## config.mk

```make
export PLATFORM = sky130hd
export DESIGN_NAME = sdk_queue
export DESIGN_NICKNAME = d
export VERILOG_FILES = /design/src/rtl/sdk_pkg.sv /design/src/rtl/sdk_queue.sv
export SDC_FILE = /design/constraint.sdc
export NUM_CORES = 1
export LEC_CHECK = 0
export BUFFER_PORTS_ARGS = -buffer_cell sky130_fd_sc_hd__buf_2
export CORE_MARGIN = 2
export CORE_UTILIZATION = 61
export DETAILED_ROUTE_END_ITERATION = 8
export HOLD_SLACK_MARGIN = 0.1
export PLACE_DENSITY = 0.84
export SETUP_SLACK_MARGIN = 0.15
export SYNTH_ARGS = -nofsm -noshare
export SYNTH_HDL_FRONTEND = slang
export SYNTH_SLANG_ARGS = --single-unit
```

## constraint.sdc

```tcl
create_clock -name clk -period 7.3 [get_ports clk]
set_input_delay 1.095 -clock clk [delete_from_list [all_inputs] [get_ports clk]]
set_output_delay 1.095 -clock clk [all_outputs]
set_load 0.02 [all_outputs]
```

## src/rtl/sdk_pkg.sv

```systemverilog
`timescale 1ns / 1ps
package sdk_pkg;
    localparam int MAX_WHEELS_DEF   = 4;
    localparam int CORDIC_STEPS_DEF = 16;
    localparam int REG_COUNT        = 7;
    localparam logic [2:0] REG_OFS0  = 3'd0;
    localparam logic [2:0] REG_OFS1  = 3'd1;
    localparam logic [2:0] REG_OFS2  = 3'd2;
    localparam logic [2:0] REG_OFS3  = 3'd3;
    localparam logic [2:0] REG_INVR  = 3'd4;
    localparam logic [2:0] REG_OPT   = 3'd5;
    localparam logic [2:0] REG_COUNT_IDX = 3'd6;
    localparam logic [2:0] REG_NONE  = 3'd7;
    localparam logic signed [27:0] PI_Q      = 28'sd205887;
    localparam logic signed [27:0] TWO_PI_Q  = 28'sd411775;
    localparam logic signed [27:0] HALF_PI_Q = 28'sd102944;
    localparam logic [15:0] GAIN_Q16 = 16'd39797;
    localparam int VW = 36;

    // One wheel job handed from the front to the back.
    typedef struct packed {
        logic signed [VW-1:0] ex;
        logic signed [VW-1:0] ey;
        logic signed [23:0]   cur;
        logic                 opt;
        logic                 zero_cmd;
        logic [1:0]           idx;
        logic                 last;
    } job_t;

    function automatic logic [17:0] atan_tab(input int i);
        case (i)
            0: atan_tab = 18'd51472;  1: atan_tab = 18'd30385;
            2: atan_tab = 18'd16055;  3: atan_tab = 18'd8150;
            4: atan_tab = 18'd4091;   5: atan_tab = 18'd2047;
            6: atan_tab = 18'd1024;   7: atan_tab = 18'd512;
            8: atan_tab = 18'd256;    9: atan_tab = 18'd128;
            10: atan_tab = 18'd64;    11: atan_tab = 18'd32;
            12: atan_tab = 18'd16;    13: atan_tab = 18'd8;
            14: atan_tab = 18'd4;     15: atan_tab = 18'd2;
            16: atan_tab = 18'd1;
            default: atan_tab = 18'd0;
        endcase
    endfunction
endpackage

```

## src/rtl/sdk_queue.sv

```systemverilog
`timescale 1ns / 1ps
module sdk_queue (
    input  logic          clk,
    input  logic          rst_n,
    input  logic          wr_valid,
    output logic          wr_ready,
    input  sdk_pkg::job_t wr_data,
    output logic          rd_valid,
    input  logic          rd_ready,
    output sdk_pkg::job_t rd_data
);
    sdk_pkg::job_t mem_reg [4];
    logic [2:0] wp_reg, rp_reg;

    assign wr_ready = (wp_reg - rp_reg) != 3'd4;
    assign rd_valid = wp_reg != rp_reg;
    assign rd_data  = mem_reg[rp_reg[1:0]];

    always_ff @(posedge clk)
    begin
        if (wr_valid && wr_ready)
            mem_reg[wp_reg[1:0]] <= wr_data;
    end

    always_ff @(posedge clk or negedge rst_n)
    begin
        if (!rst_n)
        begin
            wp_reg <= 3'd0;
            rp_reg <= 3'd0;
        end
        else
        begin
            if (wr_valid && wr_ready)
                wp_reg <= wp_reg + 3'd1;
            if (rd_valid && rd_ready)
                rp_reg <= rp_reg + 3'd1;
        end
    end
endmodule

```

==> impl_metrics.json <==
{
  "grtUsageTotal": 0.220,
  "synthDistinctLibCells": 19,
  "syn_inst": 563,
  "dp_cells": 1079,
  "clkPwrFrac": 0.260,
  "ctsHoldBuffers": 0,
  "hold_path.class": "input port to async pin",
  "die-area_mm2": 0.0258,
  "grt_max_degree": 72,
  "ys.flop_type": "edfxtp_1",
  "critPathKind": "flip-flop to output port",
  "placed_area_mm2": 0.0164,
  "seqCellArea_mm2": 0.0123,
  "switching_share": 0.315,
  "skew_ps": 10.4,
  "dp_slack_ps": 3180,
  "yosys_warnings": 0,
  "startpoint_type": "flip-flop",
  "async_flop_share": 0.0146,
  "syn_avg_cell_area_um2": 26.6,
  "final.fill_count": 1333,
  "finalNonFillerCells": 1155,
  "cp_cell_sequence": "buf_4 -> mux4_2 -> buf_2",
  "maxSlewHeadroom": 0.287,
  "grt_pass1_wl_um": 42400,
  "syn-num-nets": 675,
  "fin_crit_sh": 0.620,
  "die_y_um": 161,
  "ant_nets": 0,
  "min_period_ps": 4530,
  "synth_mux_area_frac": 0.154,
  "gp_congestion": 0.725,
  "clock_latency_ps": 520,
  "ios": 208,
  "hold_viol": 0,
  "yosys.area.top_type": "edfxtp_1",
  "crit_slowest_cell": "dfrtp_4",
  "setup_viol": 0,
  "cts_tree": "yes",
  "grt_pass1_vias": 7178,
  "start_util": 0.619,
  "synth_fa_ha_area_frac": 0.00585,
  "layout-drive-gt1-share": 0.463,
  "htree_levels": 2,
  "post_cts_buffers": 0,
  "synthTopCellsByCount": "edfxtp_1, mux4_2, buf_2",
  "synth_top_area_share": 0.811,
  "area_growth_pct": 18.4,
  "finalSetupTns_ps": 0,
  "cp.arrival_ps": 3430,
  "nets": 909,
  "fp.dieW_um": 161,
  "tightest_slew_ps": 1070,
  "drt_iter0_markers": 527,
  "crit_required_ps": 6200,
  "cp_max_fo": 55,
  "p_seq_frac": 0.435,
  "largest_reg_flops": 404,
  "layout.cell_area.non_filler_mm2": 0.0177,
  "synth_edf_count": 404,
  "synth_simple_gate_area_frac": 0.00318,
  "layout_setup_ws_ps": 2770,
  "endpoint_kind": "output port",
  "syn_area_mm2": 0.0150,
  "wl_per_cell_um": 24.0,
  "multi_input_area_mm2": 0.00255,
  "via_per_inst": 5.81,
  "fin_util": 0.733,
  "synth_xor_area_frac": 0.00452,
  "clk_path_buf_depth": 3,
  "numCtsBuffers": 40,
  "synth_compound_area_frac": 0.00226,
  "combPwrFrac": 0.305,
  "worstRegToRegCells": 6,
  "path_clk_slew_ps": 60,
  "io_buffers": 207,
  "dpl.hpwl_um": 16200,
  "drcViolationCount": 0,
  "ys_seq_area_frac": 0.821,
  "cts_sinks": 410,
  "cpPeakStageDelay_ps": 1130,
  "drt-total-wl_um": 27800,
  "cts_resized": 0,
  "status": "finished, final reports clean",
  "coreArea_mm2": 0.0242,
  "gr-total-overflow": 0,
  "ys_ff_latch": 410,
  "rsz0062_at_grt": "no",
  "internal-power_mw": 5.48,
  "vias": 6710,
  "root_buffer": "clkbuf_16",
  "maxCapViolCount": 0,
  "antenna_found_initial": 5,
  "leakage_nw": 6.05,
  "synth.most_common_cell": "edfxtp_1",
  "p_switching_mw": 2.52,
  "max_freq_mhz": 221,
  "power_density_mw_per_mm2": 452,
  "drv_slew": 0,
  "synth_top_family_by_area": "multiplexers",
  "num_rows": 57,
  "firstDrtPassIters": 5,
  "ir_drop_uv": 292,
  "ys_top_cells_by_area": "edfxtp_1, mux4_2, dfrtp_1"
}
through the flow:
stage | power (mW) | hold WS, ps
global placement | 5.90 | 510
global route | 8.34 | 379
floorplan | 5.23 | 496
detailed placement | 5.99 | 518
CTS | 8.11 | 379
finish | 8.00 | 397
worst max-delay path, delay by kind of cell, from the launching register on:
family | cells | cell delay, ps
buf+inv | 2 | 1100
flops | 1 | 1130
mux | 1 | 640
layer usage:
metal,up-vias,track usage,share of wire
li1,2906,-,-
met1,3511,0.288,0.38
met2,246,0.370,0.51
met3,43,0.0713,0.085
met4,4,0.0508,0.016
met5,-,0,0.00097
final timing paths:
check | end | slack (ps) | start
max in group asynchronous | rp_reg[0] | 6740 | rst_n
worst min-delay path | rp_reg[1] | 400 | rst_n
min in group clk | wp_reg[2] | 520 | wp_reg[2]
worst max-delay path | rd_data[75] | 2770 | rp_reg[0]
worst min register to register | wp_reg[2] | 520 | wp_reg[2]
worst max register to register | mem_reg[0][93] | 3330 | rp_reg[0]
final cells by class:
type                       instances  share of cell area
antenna                            4            0.000565
multi-input combinational        127               0.144
clock inverter                    26              0.0172
clock buffer                      46              0.0590
timing repair buffer             214              0.0615
tap                              324              0.0229
sequential                       410               0.694
inverter                           4            0.000848
placed cells by master, fill, tap and decap left out, types with 2 or more instances in the layout:
master	Yosys	final
nand2_1	2	2
clkbuf_16	0	41
mux4_2	101	101
dfrtp_1	6	4
buf_4	8	7
nand3_1	3	3
ha_1	7	7
and2_4	0	3
buf_2	10	207
inv_1	4	4
dfrtp_4	0	2
xnor2_1	3	3
xnor2_2	2	2
a31oi_4	1	2
clkinv_1	0	10
clkinv_2	0	5
edfxtp_1	404	404
bufinv_16	0	7
clkinvlp_4	0	3
diode_2	0	4
clkbuf_1	4	5
cells by family (layout without fill, tap and decap cells):
kind of cell	after synthesis	after routing
simple gates	9	9
xor+xnor	6	6
mux	103	103
flops	410	410
buf+inv	26	290
compound gates	2	2
other cells	0	4
fa+ha+maj	7	7
power groups by stage:
stage	combinational, mW	sequential (mW)	clock (mW)
detailed placement	2.46	3.54	0
global route	2.59	3.54	2.20
global placement	2.42	3.48	0
finish	2.44	3.48	2.08
floorplan	1.83	3.39	0
CTS	2.50	3.50	2.12
(Power assumes the default switching activity.)
