**src/rtl/sdk_pkg.sv**
```systemverilog
`timescale 1ns / 1ps
package sdk_pkg;
    localparam int MAX_WHEELS_DEF   = 4;
    localparam int CORDIC_STEPS_DEF = 16;
    localparam int REG_COUNT        = 7;
    localparam logic [2:0] REG_OFS0  = 3'd0;
    localparam logic [2:0] REG_OFS1  = 3'd1;
    localparam logic [2:0] REG_OFS2  = 3'd2;
    localparam logic [2:0] REG_OFS3  = 3'd3;
    localparam logic [2:0] REG_INVR  = 3'd4;
    localparam logic [2:0] REG_OPT   = 3'd5;
    localparam logic [2:0] REG_COUNT_IDX = 3'd6;
    localparam logic [2:0] REG_NONE  = 3'd7;
    localparam logic signed [27:0] PI_Q      = 28'sd205887;
    localparam logic signed [27:0] TWO_PI_Q  = 28'sd411775;
    localparam logic signed [27:0] HALF_PI_Q = 28'sd102944;
    localparam logic [15:0] GAIN_Q16 = 16'd39797;
    localparam int VW = 36;

    // One wheel job handed from the front to the back.
    typedef struct packed {
        logic signed [VW-1:0] ex;
        logic signed [VW-1:0] ey;
        logic signed [23:0]   cur;
        logic                 opt;
        logic                 zero_cmd;
        logic [1:0]           idx;
        logic                 last;
    } job_t;

    function automatic logic [17:0] atan_tab(input int i);
        case (i)
            0: atan_tab = 18'd51472;  1: atan_tab = 18'd30385;
            2: atan_tab = 18'd16055;  3: atan_tab = 18'd8150;
            4: atan_tab = 18'd4091;   5: atan_tab = 18'd2047;
            6: atan_tab = 18'd1024;   7: atan_tab = 18'd512;
            8: atan_tab = 18'd256;    9: atan_tab = 18'd128;
            10: atan_tab = 18'd64;    11: atan_tab = 18'd32;
            12: atan_tab = 18'd16;    13: atan_tab = 18'd8;
            14: atan_tab = 18'd4;     15: atan_tab = 18'd2;
            16: atan_tab = 18'd1;
            default: atan_tab = 18'd0;
        endcase
    endfunction
endpackage

```
**src/rtl/sdk_front.sv**
```systemverilog
`timescale 1ns / 1ps
module sdk_front #(
    parameter int MAX_WHEELS = sdk_pkg::MAX_WHEELS_DEF
) (
    input  logic                clk,
    input  logic                rst_n,
    input  logic                in_valid,
    output logic                in_ready,
    input  logic [147:0]        in_data,
    input  logic [31:0]         ofs [4],
    input  logic                opt,
    input  logic [2:0]          count,
    output logic                job_valid,
    input  logic                job_ready,
    output sdk_pkg::job_t       job
);
    localparam int VW = sdk_pkg::VW;

    logic [147:0] cmd_reg;
    logic         busy_reg;
    logic [1:0]   wi_reg;
    logic [2:0]   n;
    logic signed [15:0] vx, vy, wz, px, py;
    logic [1:0]   ofs_idx;
    logic         zero_cmd;
    logic         mul_valid_reg;
    logic signed [31:0] pwx_reg, pwy_reg;
    sdk_pkg::job_t pend_reg;
    logic         pend_last;
    logic         stall;

    always_comb
    begin
        n = (count > 3'(MAX_WHEELS)) ? 3'(MAX_WHEELS) : count;
    end
    // A command is always taken when idle; with no wheels in use it is dropped.
    assign in_ready = !busy_reg;
    assign vx = cmd_reg[15:0];
    assign vy = cmd_reg[31:16];
    assign wz = cmd_reg[47:32];
    assign ofs_idx = wi_reg;
    assign px = ofs[ofs_idx][31:16];
    assign py = ofs[ofs_idx][15:0];
    assign zero_cmd = vx == 16'sd0 && vy == 16'sd0 && wz == 16'sd0;
    assign stall = mul_valid_reg && !job_ready;
    assign job_valid = mul_valid_reg;
    assign pend_last = (3'(wi_reg) + 3'd1) == n;

    always_comb
    begin
        job = pend_reg;
        if (pend_reg.zero_cmd)
        begin
            job.ex = -(VW'(signed'(pend_reg.ex[15:0])) * 36'sd1024);
            job.ey = VW'(signed'(pend_reg.ey[15:0])) * 36'sd1024;
        end
        else
        begin
            job.ex = VW'(signed'(pend_reg.ex[15:0])) * 36'sd32768 - VW'(pwy_reg);
            job.ey = VW'(signed'(pend_reg.ey[15:0])) * 36'sd32768 + VW'(pwx_reg);
        end
    end

    always_ff @(posedge clk or negedge rst_n)
    begin
        if (!rst_n)
        begin
            busy_reg      <= 1'b0;
            wi_reg        <= 2'd0;
            mul_valid_reg <= 1'b0;
        end
        else
        begin
            if (in_valid && in_ready)
            begin
                cmd_reg  <= in_data;
                busy_reg <= n != 3'd0;
                wi_reg   <= 2'd0;
            end
            if (!stall)
            begin
                mul_valid_reg <= busy_reg;
                if (busy_reg)
                begin
                    pwx_reg <= wz * px;
                    pwy_reg <= wz * py;
                    pend_reg.ex <= zero_cmd ? VW'(py) : VW'(vx);
                    pend_reg.ey <= zero_cmd ? VW'(px) : VW'(vy);
                    pend_reg.cur <= cmd_reg[48 + 24*ofs_idx +: 24];
                    pend_reg.opt <= opt && cmd_reg[144 + ofs_idx];
                    pend_reg.zero_cmd <= zero_cmd;
                    pend_reg.idx <= wi_reg;
                    pend_reg.last <= pend_last;
                    if (pend_last)
                        busy_reg <= 1'b0;
                    else
                        wi_reg <= wi_reg + 2'd1;
                end
            end
        end
    end
endmodule

```
**config.mk**
```make
export PLATFORM = sky130hd
export DESIGN_NAME = sdk_front
export DESIGN_NICKNAME = d
export VERILOG_FILES = /design/src/rtl/sdk_pkg.sv /design/src/rtl/sdk_front.sv
export SDC_FILE = /design/constraint.sdc
export NUM_CORES = 2
export LEC_CHECK = 0
export BUFFER_PORTS_ARGS = -buffer_cell sky130_fd_sc_hd__clkbuf_2
export CAP_MARGIN = 10
export CORE_MARGIN = 3
export CORE_UTILIZATION = 65
export DETAILED_ROUTE_END_ITERATION = 10
export MAX_ROUTING_LAYER = met4
export PLACE_DENSITY = 0.86
export SKIP_CTS_REPAIR_TIMING = 1
export SLEW_MARGIN = 25
export SYNTH_ARGS = -nofsm -noshare
export SYNTH_HDL_FRONTEND = slang
export SYNTH_SLANG_ARGS = --single-unit
```
**constraint.sdc**
```tcl
create_clock -name clk -period 18.5 [get_ports clk]
set_input_delay 0 -clock clk [delete_from_list [all_inputs] [get_ports clk]]
set_output_delay 0 -clock clk [all_outputs]
set_load 0.01 [all_outputs]
```
==> results_dict.tcl <==
set metrics [dict create \
    report.final.slew_viol_count 0 \
    rows 81 \
    cts.root.buffer_cell "sky130_fd_sc_hd__clkbuf_16" \
    synth_area_leader_cell "sky130_fd_sc_hd__fa_1" \
    global_route.usage.total_pct 35.6 \
    min_to "cmd_reg[131]$_DFFE_PP_" \
    critical_path.max_fanout 39 \
    relSlewSlack_pct 0.383 \
    final-seq-area_um2 8310 \
    place_congestion 0.942 \
    fin_worst_skew_ps 18.7 \
    critical_path_required_ps 18840 \
    yosys_register_bits 277 \
    numClockSinks 277 \
    largest_net_degree_at_the_start_of_global_routing 74 \
    share_of_the_cycle_needed_by_the_critical_path_after_routing_pct 45.8 \
    origin_of_the_critical_flop_to_flop_path "ofs_idx[0]$_DFF_PN0_" \
    finished_cell_area_um2 37800 \
    mappedNetlistArea_um2 32800 \
    synth_area_per_cell_um2 10.7 \
    run_status "finished, violations left" \
    r2r.worst_path.cells 21 \
    route.final.wire_length_um 99400 \
    postRouteAntennaNets 0 \
    ctsHtreeMaxLevel 1 \
    worst_hold_slack_ps 113 \
    grt_antenna_before_repair 18 \
    synth_most_common_cell "sky130_fd_sc_hd__inv_1" \
    timing.hold.worst.start "in_data[131]" \
    hold-path-cell-count 2 \
    violations "max-capacitance violations" \
    detailedRoute.firstPassIterationCount 6 \
    netlist_instances 3079 \
    synthArstFlopShare_pct 1.44 \
    grt-ovfl-total 0 \
    die-area_um2 53200 \
    synthesis.yosys.warnings 0 \
    cts.path.max_buffers 3 \
    max-cap-violations 1 \
    combined_area_of_the_multi_input_logic_cells_um2 21400 \
    ys_types 75 \
    worst-setup-path-type "reg2reg" \
    fp.dieH_um 231 \
    final.setup.tns_ps 0 \
    floorplan.core_area_um2 49500 \
    setup.worst_path.end_class "register" \
    tritoncts.num_buffers 30 \
    reg2reg_slack_ps 10020 \
    largest_reg_flops 148 \
    fmax_mhz 118 \
    detail_route.wl_per_cell_um 23.4 \
    synth_edf_count 273 \
    initialDrtViolationCount 2421 \
    final.fill_count 3172 \
    rsz0062_at_grt "false" \
    detailroute.via_count 25200 \
    synthesis.nets 4089 \
    max_slew.worst_pin.slew_ps 1470 \
    effective_utilization_at_floorplan_pct 66.4 \
    area_delta_synth_final_pct 15.2 \
    final_critical_delay_including_setup_and_external_delays_ps 8480 \
    critical_path_arrival_ps 8820 \
    setup_viol 0 \
    floorplan.io_pins 387 \
    cp-start-kind "register" \
    detail_route.drc_violations 0 \
    synth.top_cells.by_area "sky130_fd_sc_hd__fa_1 (32%), sky130_fd_sc_hd__edfxtp_1 (25%), sky130_fd_sc_hd__ha_1 (7.7%), sky130_fd_sc_hd__inv_1 (7.5%), sky130_fd_sc_hd__and2_1 (4.6%)" \
    synth_commonest_cells "sky130_fd_sc_hd__inv_1 (655), sky130_fd_sc_hd__fa_1 (525), sky130_fd_sc_hd__nand2_1 (311)" \
    post-dp-hpwl_um 70500 \
    post-route-util_pct 76.5 \
    synth_seq_area_share_pct 25.3 \
    min_delay_path_class "in2reg" \
    placement.io_buffers 386 \
    vias_per_cell 5.94 \
    hold_viol 0 \
    post_route_cells_drive_above_1_share_pct 15.2 \
    synth_flop_cell "sky130_fd_sc_hd__edfxtp_1" \
    synth_top_area_share_pct 32.0 \
    worst_skew_pair.late_latency_ps 600 \
    grt_first_pass_wirelength_um 141000 \
    floorplan.die.width_um 231 \
    worstReg2RegEnd "pwx_reg[31]$_DFFE_PP_" \
    layout.nets 4547 \
    detailed_place.area_um2 35200 \
    clock_tree_from_tritoncts "yes" \
    cts.reportedPaths.clkPinSlew_ps 70 \
    grt_pass1_vias 26100 \
]
## cells by family (layout without fill, tap and decap cells)
kind of cell	after synthesis	count (layout)	share of synthesized area (%)
buffers and inverters	798	1277	9.51
adders and majority gates	726	726	39.7
xor gates and xnor gates	118	118	3.15
DFF	277	277	25.3
muxes	69	69	4.24
and+or+nand+nor	768	768	11.7
other	0	18	0
AOI/OAI and AO/OA	323	323	6.45
## critical path: stages (launching register included)
cell and delay, ps:
sky130_fd_sc_hd__dfrtp_4 730, sky130_fd_sc_hd__buf_4 770, sky130_fd_sc_hd__mux4_2 790, sky130_fd_sc_hd__nand2_1 190, sky130_fd_sc_hd__inv_1 90, sky130_fd_sc_hd__fa_1 660
sky130_fd_sc_hd__fa_1 850, sky130_fd_sc_hd__inv_1 150, sky130_fd_sc_hd__fa_1 520, sky130_fd_sc_hd__inv_1 60, sky130_fd_sc_hd__fa_1 550, sky130_fd_sc_hd__fa_1 430
sky130_fd_sc_hd__fa_1 460, sky130_fd_sc_hd__ha_1 360, sky130_fd_sc_hd__and3_1 210, sky130_fd_sc_hd__and2_1 170, sky130_fd_sc_hd__a221o_1 360, sky130_fd_sc_hd__nor3_1 130
sky130_fd_sc_hd__a21oi_1 140, sky130_fd_sc_hd__a211o_1 280, sky130_fd_sc_hd__a21oi_1 170, sky130_fd_sc_hd__xnor2_1 80
## cell type report
| class | count | share of cell area [%] |
|---|---|---|
| clock inverter | 23 | 0.761 |
| tap | 664 | 2.20 |
| inverter | 655 | 6.50 |
| sequential | 277 | 22.0 |
| timing repair buffer | 569 | 9.84 |
| antenna | 18 | 0.119 |
| clock buffer | 30 | 1.98 |
| multi-input combinational | 2004 | 56.6 |
## how the worst max path moves through the flow
stage                          from  slack (ps)               endpoint  cells past startpoint
4_1_cts        ofs_idx[0]$_DFF_PN0_       10080  pwx_reg[31]$_DFFE_PP_                     21
3_3_place_gp   ofs_idx[0]$_DFF_PN0_       10200  pwx_reg[31]$_DFFE_PP_                     21
3_5_place_dp   ofs_idx[0]$_DFF_PN0_       10080  pwx_reg[31]$_DFFE_PP_                     21
6_report       ofs_idx[0]$_DFF_PN0_       10020  pwx_reg[31]$_DFFE_PP_                     21
5_1_grt        ofs_idx[0]$_DFF_PN0_        9550  pwx_reg[31]$_DFFE_PP_                     21
2_1_floorplan  ofs_idx[0]$_DFF_PN0_       11140  pwy_reg[29]$_DFFE_PP_                     22
## layer usage
layer | share of wire, % | wire length (um) | track usage, % | up-vias
li1 | - | - | - | 10700
met1 | 35 | 34600 | 43.2 | 12500
met2 | 48 | 47300 | 56.3 | 1602
met3 | 10 | 9920 | 7.91 | 384
met4 | 7.6 | 7580 | 19.2 | 0
met5 | 0 | 0 | - | -
## stage by stage
| step | instances | setup WS [ps] |
|---|---|---|
| floorplan | 3079 | 11140 |
| global placement | 4011 | 10200 |
| detailed placement | 4012 | 10080 |
| CTS | 4065 | 10080 |
| global route | 4240 | 9550 |
| finish | 4240 | 10020 |
## cells in the final DEF (no fill, tap or decap), drive strengths merged, types with 7 or more instances in the layout
master | synthesis | routed
clkinv | 0 | 12
nor2b | 15 | 15
or2 | 15 | 15
dlygate4sd3 | 0 | 156
a211oi | 12 | 12
a21o | 63 | 63
fa | 525 | 525
nand3 | 11 | 11
edfxtp | 273 | 273
inv | 655 | 659
o21bai | 12 | 12
mux2 | 10 | 10
buf | 48 | 27
ha | 201 | 201
a21oi | 74 | 74
xnor2 | 77 | 77
diode | 0 | 18
and3 | 7 | 7
mux4 | 55 | 55
o211ai | 8 | 8
o21ai | 85 | 85
xor2 | 41 | 41
nand2b | 12 | 12
clkbuf | 95 | 416
and2 | 244 | 244
or3 | 10 | 10
o21a | 13 | 13
nor4 | 17 | 17
nor3 | 20 | 20
nand2 | 311 | 311
nor2 | 78 | 78
Power is not shown: default switching activity piles up to over one toggle a cycle in this logic, so the estimate is an artifact.
