==> src/rtl/sdk_pkg.sv <==
`timescale 1ns / 1ps
package sdk_pkg;
    localparam int MAX_WHEELS_DEF   = 4;
    localparam int CORDIC_STEPS_DEF = 16;
    localparam int REG_COUNT        = 7;
    localparam logic [2:0] REG_OFS0  = 3'd0;
    localparam logic [2:0] REG_OFS1  = 3'd1;
    localparam logic [2:0] REG_OFS2  = 3'd2;
    localparam logic [2:0] REG_OFS3  = 3'd3;
    localparam logic [2:0] REG_INVR  = 3'd4;
    localparam logic [2:0] REG_OPT   = 3'd5;
    localparam logic [2:0] REG_COUNT_IDX = 3'd6;
    localparam logic [2:0] REG_NONE  = 3'd7;
    localparam logic signed [27:0] PI_Q      = 28'sd205887;
    localparam logic signed [27:0] TWO_PI_Q  = 28'sd411775;
    localparam logic signed [27:0] HALF_PI_Q = 28'sd102944;
    localparam logic [15:0] GAIN_Q16 = 16'd39797;
    localparam int VW = 36;

    // One wheel job handed from the front to the back.
    typedef struct packed {
        logic signed [VW-1:0] ex;
        logic signed [VW-1:0] ey;
        logic signed [23:0]   cur;
        logic                 opt;
        logic                 zero_cmd;
        logic [1:0]           idx;
        logic                 last;
    } job_t;

    function automatic logic [17:0] atan_tab(input int i);
        case (i)
            0: atan_tab = 18'd51472;  1: atan_tab = 18'd30385;
            2: atan_tab = 18'd16055;  3: atan_tab = 18'd8150;
            4: atan_tab = 18'd4091;   5: atan_tab = 18'd2047;
            6: atan_tab = 18'd1024;   7: atan_tab = 18'd512;
            8: atan_tab = 18'd256;    9: atan_tab = 18'd128;
            10: atan_tab = 18'd64;    11: atan_tab = 18'd32;
            12: atan_tab = 18'd16;    13: atan_tab = 18'd8;
            14: atan_tab = 18'd4;     15: atan_tab = 18'd2;
            16: atan_tab = 18'd1;
            default: atan_tab = 18'd0;
        endcase
    endfunction
endpackage

==> src/rtl/sdk_back.sv <==
`timescale 1ns / 1ps
module sdk_back #(
    parameter int CORDIC_STEPS = sdk_pkg::CORDIC_STEPS_DEF
) (
    input  logic          clk,
    input  logic          rst_n,
    input  logic          job_valid,
    output logic          job_ready,
    input  sdk_pkg::job_t job,
    input  logic [15:0]   inv_r,
    output logic          out_valid,
    input  logic          out_ready,
    output logic [47:0]   out_data,
    output logic          out_last
);
    localparam int VW = sdk_pkg::VW;
    localparam int SW = $clog2(CORDIC_STEPS + 1);
    typedef enum logic [2:0] {S_IDLE, S_ITER, S_MAG, S_SPD, S_WRAP, S_DONE} state_t;

    state_t state_reg;
    logic [SW-1:0] step_reg;
    logic signed [VW+1:0] x_reg, y_reg;
    logic signed [27:0]   z_reg;
    sdk_pkg::job_t j_reg;
    logic [37:0] mag_reg;
    logic [53:0] spd_raw;
    logic [19:0] spd_reg;
    logic        neg_reg;
    logic signed [27:0] d_reg;
    logic signed [27:0] ang;
    logic [1:0]  oi_reg;
    logic signed [23:0] ot_reg;
    logic signed [19:0] os_reg;
    logic        ol_reg, ov_reg;
    logic        free;
    logic [SW-1:0] last_step;

    assign last_step = SW'(CORDIC_STEPS - 1);
    assign free = !ov_reg || out_ready;
    assign job_ready = state_reg == S_IDLE;
    assign out_valid = ov_reg;
    assign out_last  = ol_reg;
    assign out_data  = {2'b00, os_reg, ot_reg, oi_reg};

    always_ff @(posedge clk or negedge rst_n)
    begin
        if (!rst_n)
        begin
            state_reg <= S_IDLE;
            ov_reg    <= 1'b0;
            step_reg  <= '0;
        end
        else
        begin
            if (ov_reg && out_ready && state_reg != S_DONE)
                ov_reg <= 1'b0;
            unique case (state_reg)
                S_IDLE:
                begin
                    if (job_valid)
                    begin
                        j_reg    <= job;
                        step_reg <= '0;
                        if (job.ex == 0 && job.ey == 0)
                        begin
                            x_reg <= '0; y_reg <= '0; z_reg <= '0;
                            state_reg <= S_MAG;
                        end
                        else if (job.ex < 0 && job.ey == 0)
                        begin
                            x_reg <= -(VW+2)'(job.ex); y_reg <= '0; z_reg <= sdk_pkg::PI_Q;
                            state_reg <= S_MAG;
                        end
                        else if (job.ex < 0 && job.ey > 0)
                        begin
                            x_reg <= (VW+2)'(job.ey); y_reg <= -(VW+2)'(job.ex);
                            z_reg <= sdk_pkg::HALF_PI_Q;
                            state_reg <= S_ITER;
                        end
                        else if (job.ex < 0)
                        begin
                            x_reg <= -(VW+2)'(job.ey); y_reg <= (VW+2)'(job.ex);
                            z_reg <= -sdk_pkg::HALF_PI_Q;
                            state_reg <= S_ITER;
                        end
                        else
                        begin
                            x_reg <= (VW+2)'(job.ex); y_reg <= (VW+2)'(job.ey);
                            z_reg <= '0;
                            state_reg <= S_ITER;
                        end
                    end
                end
                S_ITER:
                begin
                    if (y_reg >= 0)
                    begin
                        x_reg <= x_reg + (y_reg >>> step_reg);
                        y_reg <= y_reg - (x_reg >>> step_reg);
                        z_reg <= z_reg + 28'(sdk_pkg::atan_tab(int'(step_reg)));
                    end
                    else
                    begin
                        x_reg <= x_reg - (y_reg >>> step_reg);
                        y_reg <= y_reg + (x_reg >>> step_reg);
                        z_reg <= z_reg - 28'(sdk_pkg::atan_tab(int'(step_reg)));
                    end
                    if (step_reg == last_step)
                        state_reg <= S_MAG;
                    else
                        step_reg <= step_reg + SW'(1);
                end
                S_MAG:
                begin
                    mag_reg <= 38'(((x_reg < 0 ? 54'd0 : 54'(x_reg[VW:0]))
                                    * 54'(sdk_pkg::GAIN_Q16) + 54'd32768) >> 16);
                    state_reg <= S_SPD;
                end
                S_SPD:
                begin
                    if (j_reg.zero_cmd)
                        spd_reg <= 20'd0;
                    else if (spd_raw > 54'd524287)
                        spd_reg <= 20'd524287;
                    else
                        spd_reg <= spd_raw[19:0];
                    d_reg <= z_reg - 28'(j_reg.cur);
                    neg_reg <= 1'b0;
                    state_reg <= j_reg.opt ? S_WRAP : S_DONE;
                end
                S_WRAP:
                begin
                    if (d_reg > sdk_pkg::PI_Q)
                        d_reg <= d_reg - sdk_pkg::TWO_PI_Q;
                    else if (d_reg < -sdk_pkg::PI_Q)
                        d_reg <= d_reg + sdk_pkg::TWO_PI_Q;
                    else
                    begin
                        if (d_reg > sdk_pkg::HALF_PI_Q)
                        begin
                            d_reg <= d_reg - sdk_pkg::PI_Q; neg_reg <= 1'b1;
                        end
                        else if (d_reg < -sdk_pkg::HALF_PI_Q)
                        begin
                            d_reg <= d_reg + sdk_pkg::PI_Q; neg_reg <= 1'b1;
                        end
                        state_reg <= S_DONE;
                    end
                end
                S_DONE:
                begin
                    if (free)
                    begin
                        oi_reg <= j_reg.idx;
                        ol_reg <= j_reg.last;
                        if (ang > 28'sd8388607)
                            ot_reg <= 24'sh7FFFFF;
                        else if (ang < -28'sd8388608)
                            ot_reg <= 24'sh800000;
                        else
                            ot_reg <= ang[23:0];
                        os_reg <= neg_reg ? -signed'(spd_reg) : signed'(spd_reg);
                        ov_reg <= 1'b1;
                        state_reg <= S_IDLE;
                    end
                end
                default: state_reg <= S_IDLE;
            endcase
        end
    end

    assign spd_raw = (54'(mag_reg) * 54'(inv_r) + 54'd4194304) >> 23;
    assign ang = j_reg.opt ? 28'(j_reg.cur) + d_reg : z_reg;
endmodule

==> config.mk <==
export PLATFORM = sky130hd
export DESIGN_NAME = sdk_back
export DESIGN_NICKNAME = d
export VERILOG_FILES = /design/src/rtl/sdk_pkg.sv /design/src/rtl/sdk_back.sv
export SDC_FILE = /design/constraint.sdc
export NUM_CORES = 2
export LEC_CHECK = 0
export ABC_AREA = 1
export BUFFER_PORTS_ARGS = -buffer_cell sky130_fd_sc_hd__buf_2
export CAP_MARGIN = 10
export CORE_MARGIN = 1.5
export CORE_UTILIZATION = 30
export DETAILED_ROUTE_END_ITERATION = 10
export PLACE_DENSITY = 0.47
export SETUP_SLACK_MARGIN = 0.4
export SLEW_MARGIN = 20
export SYNTH_ARGS = -nofsm -noshare
export SYNTH_HDL_FRONTEND = slang
export SYNTH_SLANG_ARGS = --single-unit
==> constraint.sdc <==
create_clock -name clk -period 6.8 [get_ports clk]
set_clock_uncertainty 0.05 [all_clocks]
set_input_delay 1.36 -clock clk [delete_from_list [all_inputs] [get_ports clk]]
set_output_delay 1.36 -clock clk [all_outputs]
set_load 0.02 [all_outputs]
==> parameters.txt <==
Parameter                              Value

STA
  Fin. Hold Viols ... 0
  Headroom to the max-slew limit ... 0.321
  Transition time at the pin with the least slew margin ... 1.01 ns
  Smallest setup slack after layout ... -0.0792 ns
  Final period utilization ... 1.01
  Number of endpoints failing setup at the final stage ... 19
  Setup tns final ... -1.20 ns
  Setup repair after global routing missed its margin ... true
  Post-route minimum period ... 6.88 ns
  Maximum clock frequency ... 0.145 GHz
  Slew Viols, Final ... 0
  Hold slack ... 0.367 ns

GRT
  Global-route met3 utilization ... 0.0160
  Met2 Use GR ... 0.375
  Met1 GRT Util ... 0.299
  GR Overflow Total ... 0
  Global-route layer with the greatest usage ... met2
  GR Util All Layers ... 0.220
  Global-route wire length before repair ... 373 mm
  Antenna violations before repair ... 3
  Pin count of the biggest net entering global routing ... 74
  Number of global-route vias before repair ... 62,200

Critical path
  Most frequent cell on the critical path ... sky130_fd_sc_hd__fa_1
  Number of cells on the worst reg-to-reg path ... 27
  Largest stage delay, worst path ... 0.62 ns
  Critical path class ... input pin to register
  Required time of the critical path ... 7.17 ns
  Crit path capture type ... register
  Arrival time worst endpoint ... 7.25 ns
  Critical path launch point type ... input pin
  Max Fanout on Critical Path ... 9
  R2R setup slack ... 0.12 ns
  Slowest stage cell, crit path ... sky130_fd_sc_hd__fa_2

Outcome
  Violated checks ... setup timing
  Status ... finished with violations

Layout
  Post-layout utilization of the core ... 0.354
  Area Growth Syn to Fin ... 17.2%
  Nets ... 11,100
  Share of cells above drive strength 1 ... 0.125

Detailed routing
  DRC marker count from the first detailed-route iteration ... 4,631
  DRT Pass-1 Iters ... 6
  Via density per instance ... 4.95
  Routed vias ... 61,800
  Final wirelength ... 254 mm
  WL per Instance ... 20.3 microns
  Post-DRT Antenna Nets ... 0
  DRC Markers ... 0

Synthesis
  Cell taking the most area after synthesis ... sky130_fd_sc_hd__fa_1
  Cell with the most instances after synthesis ... sky130_fd_sc_hd__nand2_1
  Leading cell types by total area after synthesis ... sky130_fd_sc_hd__fa_1 (24%), sky130_fd_sc_hd__nand2_1 (13%), sky130_fd_sc_hd__edfxtp_1 (12%), sky130_fd_sc_hd__inv_1 (11%), sky130_fd_sc_hd__ha_1 (10%)
  Count of unique library cells instantiated by Yosys ... 66
  Warnings, synthesis ... 0
  Number of synthesized register bits ... 276
  Gate count of the mapped netlist ... 9,243
  Async set-reset flop share out of synthesis ... 0.0326
  Area of the mapped netlist ... 0.0650 sq mm
  Top-area cell type share of the netlist area ... 0.239
  Seq/Total Area, Yosys ... 0.127
  Synthesized area per cell ... 7.03 sq um
  Dominant register cell in the synthesized netlist ... sky130_fd_sc_hd__edfxtp_1
  Number of synthesized flops with an enable pin ... 267
  Cell types with the highest counts after synthesis ... sky130_fd_sc_hd__nand2_1 (2,253), sky130_fd_sc_hd__inv_1 (1,908), sky130_fd_sc_hd__fa_1 (777), sky130_fd_sc_hd__nor2_1 (671), sky130_fd_sc_hd__nand3_1 (590)

Placement
  Detail Placement HPWL ... 206 mm
  Routability congestion estimate from global placement ... 0.918
  Number of buffers added on ports ... 169

Floorplan
  Die area ... 0.220 sq mm
  I/O Pins ... 172
  Initial core utilization ... 0.302
  Die H ... 469 microns
  Standard-cell row count ... 170
  Die Span X ... 469 microns
  Area of the placeable core ... 0.215 sq mm

CTS
  TritonCTS Buffers ... 41
  Root buffer cell ... sky130_fd_sc_hd__clkbuf_16
  CTS sink count ... 276
  Clock buffer depth ... 3
  Clock tree from TritonCTS ... built
  H-tree lvl count ... 2
  Worst-path clk slew ... 0.06 ns
  Clock latency on the worst-skew pair ... 0.67 ns
  Count of hold buffers inserted by post-cts repair ... 0

Job
  Max-cap violation count ... 0

Hold path
  Class of the worst hold path ... register to register
  Number of stages on the worst hold path ... 0
## metrics by stage
| step | instance area [sq um] | setup WS [ns] | std cells |
|---|---|---|---|
| final | 76200 | -0.0792 | 12500 |
| after CTS | 73700 | -0.101 | 12400 |
| after global routing | 76200 | -0.303 | 12500 |
| after floorplan | 65800 | -0.120 | 9245 |
| after global placement | 71900 | -1.22 | 12300 |
| after detailed placement | 71900 | -1.13 | 12300 |
## cells in the final DEF (no fill, tap or decap), drive strengths merged, types with 5 or more instances in the layout
master / instances
nand2: 2295
inv: 1942
fa: 777
nor2: 697
buf: 619
nand3: 600
ha: 543
a21oi: 476
o21ai: 451
edfxtp: 267
xor2: 207
xnor2: 77
nand4: 74
clkbuf: 71
a31oi: 69
nor3: 69
o221ai: 59
o211ai: 52
a21o: 38
nor4: 38
o21bai: 24
o21a: 23
or2: 22
o22ai: 21
clkinv: 17
a21boi: 15
o31ai: 14
nand3b: 13
dfrtp: 9
and3: 7
bufinv: 7
and2: 5
a31o: 5
## final timing paths
check / from / endpoint
worst max-delay path: inv_r[14] / spd_reg[9]
worst min-delay path: j_reg[2] / oi_reg[1]
worst max register to register: mag_reg[13] / spd_reg[9]
worst min register to register: j_reg[2] / oi_reg[1]
max in group asynchronous: rst_n / step_reg[1]
min in group asynchronous: rst_n / out_valid
## what timing repair did
action / CTS / global route
endpoints found under the setup margin: 38 / 52
setup buffers: 6 / 52
gates resized for setup: 69 / 388
pin swaps: 11 / 84
endpoints found under the hold margin: 0 / 0
gates cloned: 3 / 25
## critical path, delay by kind of cell
kind / cells / cell delay (ns)
AOI/OAI and AO/OA: 4 / 0.81
adders and majority gates: 7 / 3.28
and+or+nand+nor: 9 / 0.76
buffers and inverters: 9 / 1.01
## metal layers
layer	up-vias	wire [microns]	part of all wire
li1	29800	-	-
met1	30000	115000	0.45
met2	1700	118000	0.47
met3	292	11500	0.045
met4	0	9360	0.037
met5	-	0	0
## layout make-up
class / instances / area (sq um)
Fill cell: 23100 / 139000
Clock inverter: 26 / 364
Multi-Input combinational cell: 6706 / 49800
Antenna cell: 1 / 2.50
Sequential cell: 276 / 8250
Clock buffer: 47 / 1070
Timing Repair Buffer: 644 / 5860
Tap cell: 2838 / 3550
Inverter: 1942 / 7300
## logic make-up (layout without fill, tap and decap cells)
| logic type | Yosys count | count (layout) | synth area share |
|---|---|---|---|
| XOR/XNOR | 284 | 284 | 0.0383 |
| other | 1 | 4 | 0.0000577 |
| buffers and inverters | 2263 | 2659 | 0.134 |
| flip-flops | 276 | 276 | 0.127 |
| multiplexers | 4 | 4 | 0.000616 |
| adder cells (fa/ha/maj) | 1320 | 1320 | 0.344 |
| AND/OR/NAND/NOR | 3822 | 3822 | 0.245 |
| AO/OA/AOI/OAI | 1273 | 1273 | 0.112 |
Power is left out: the tool's default activity adds up to more than one toggle a clock period on the data nets, which glitch-free logic cannot reach.
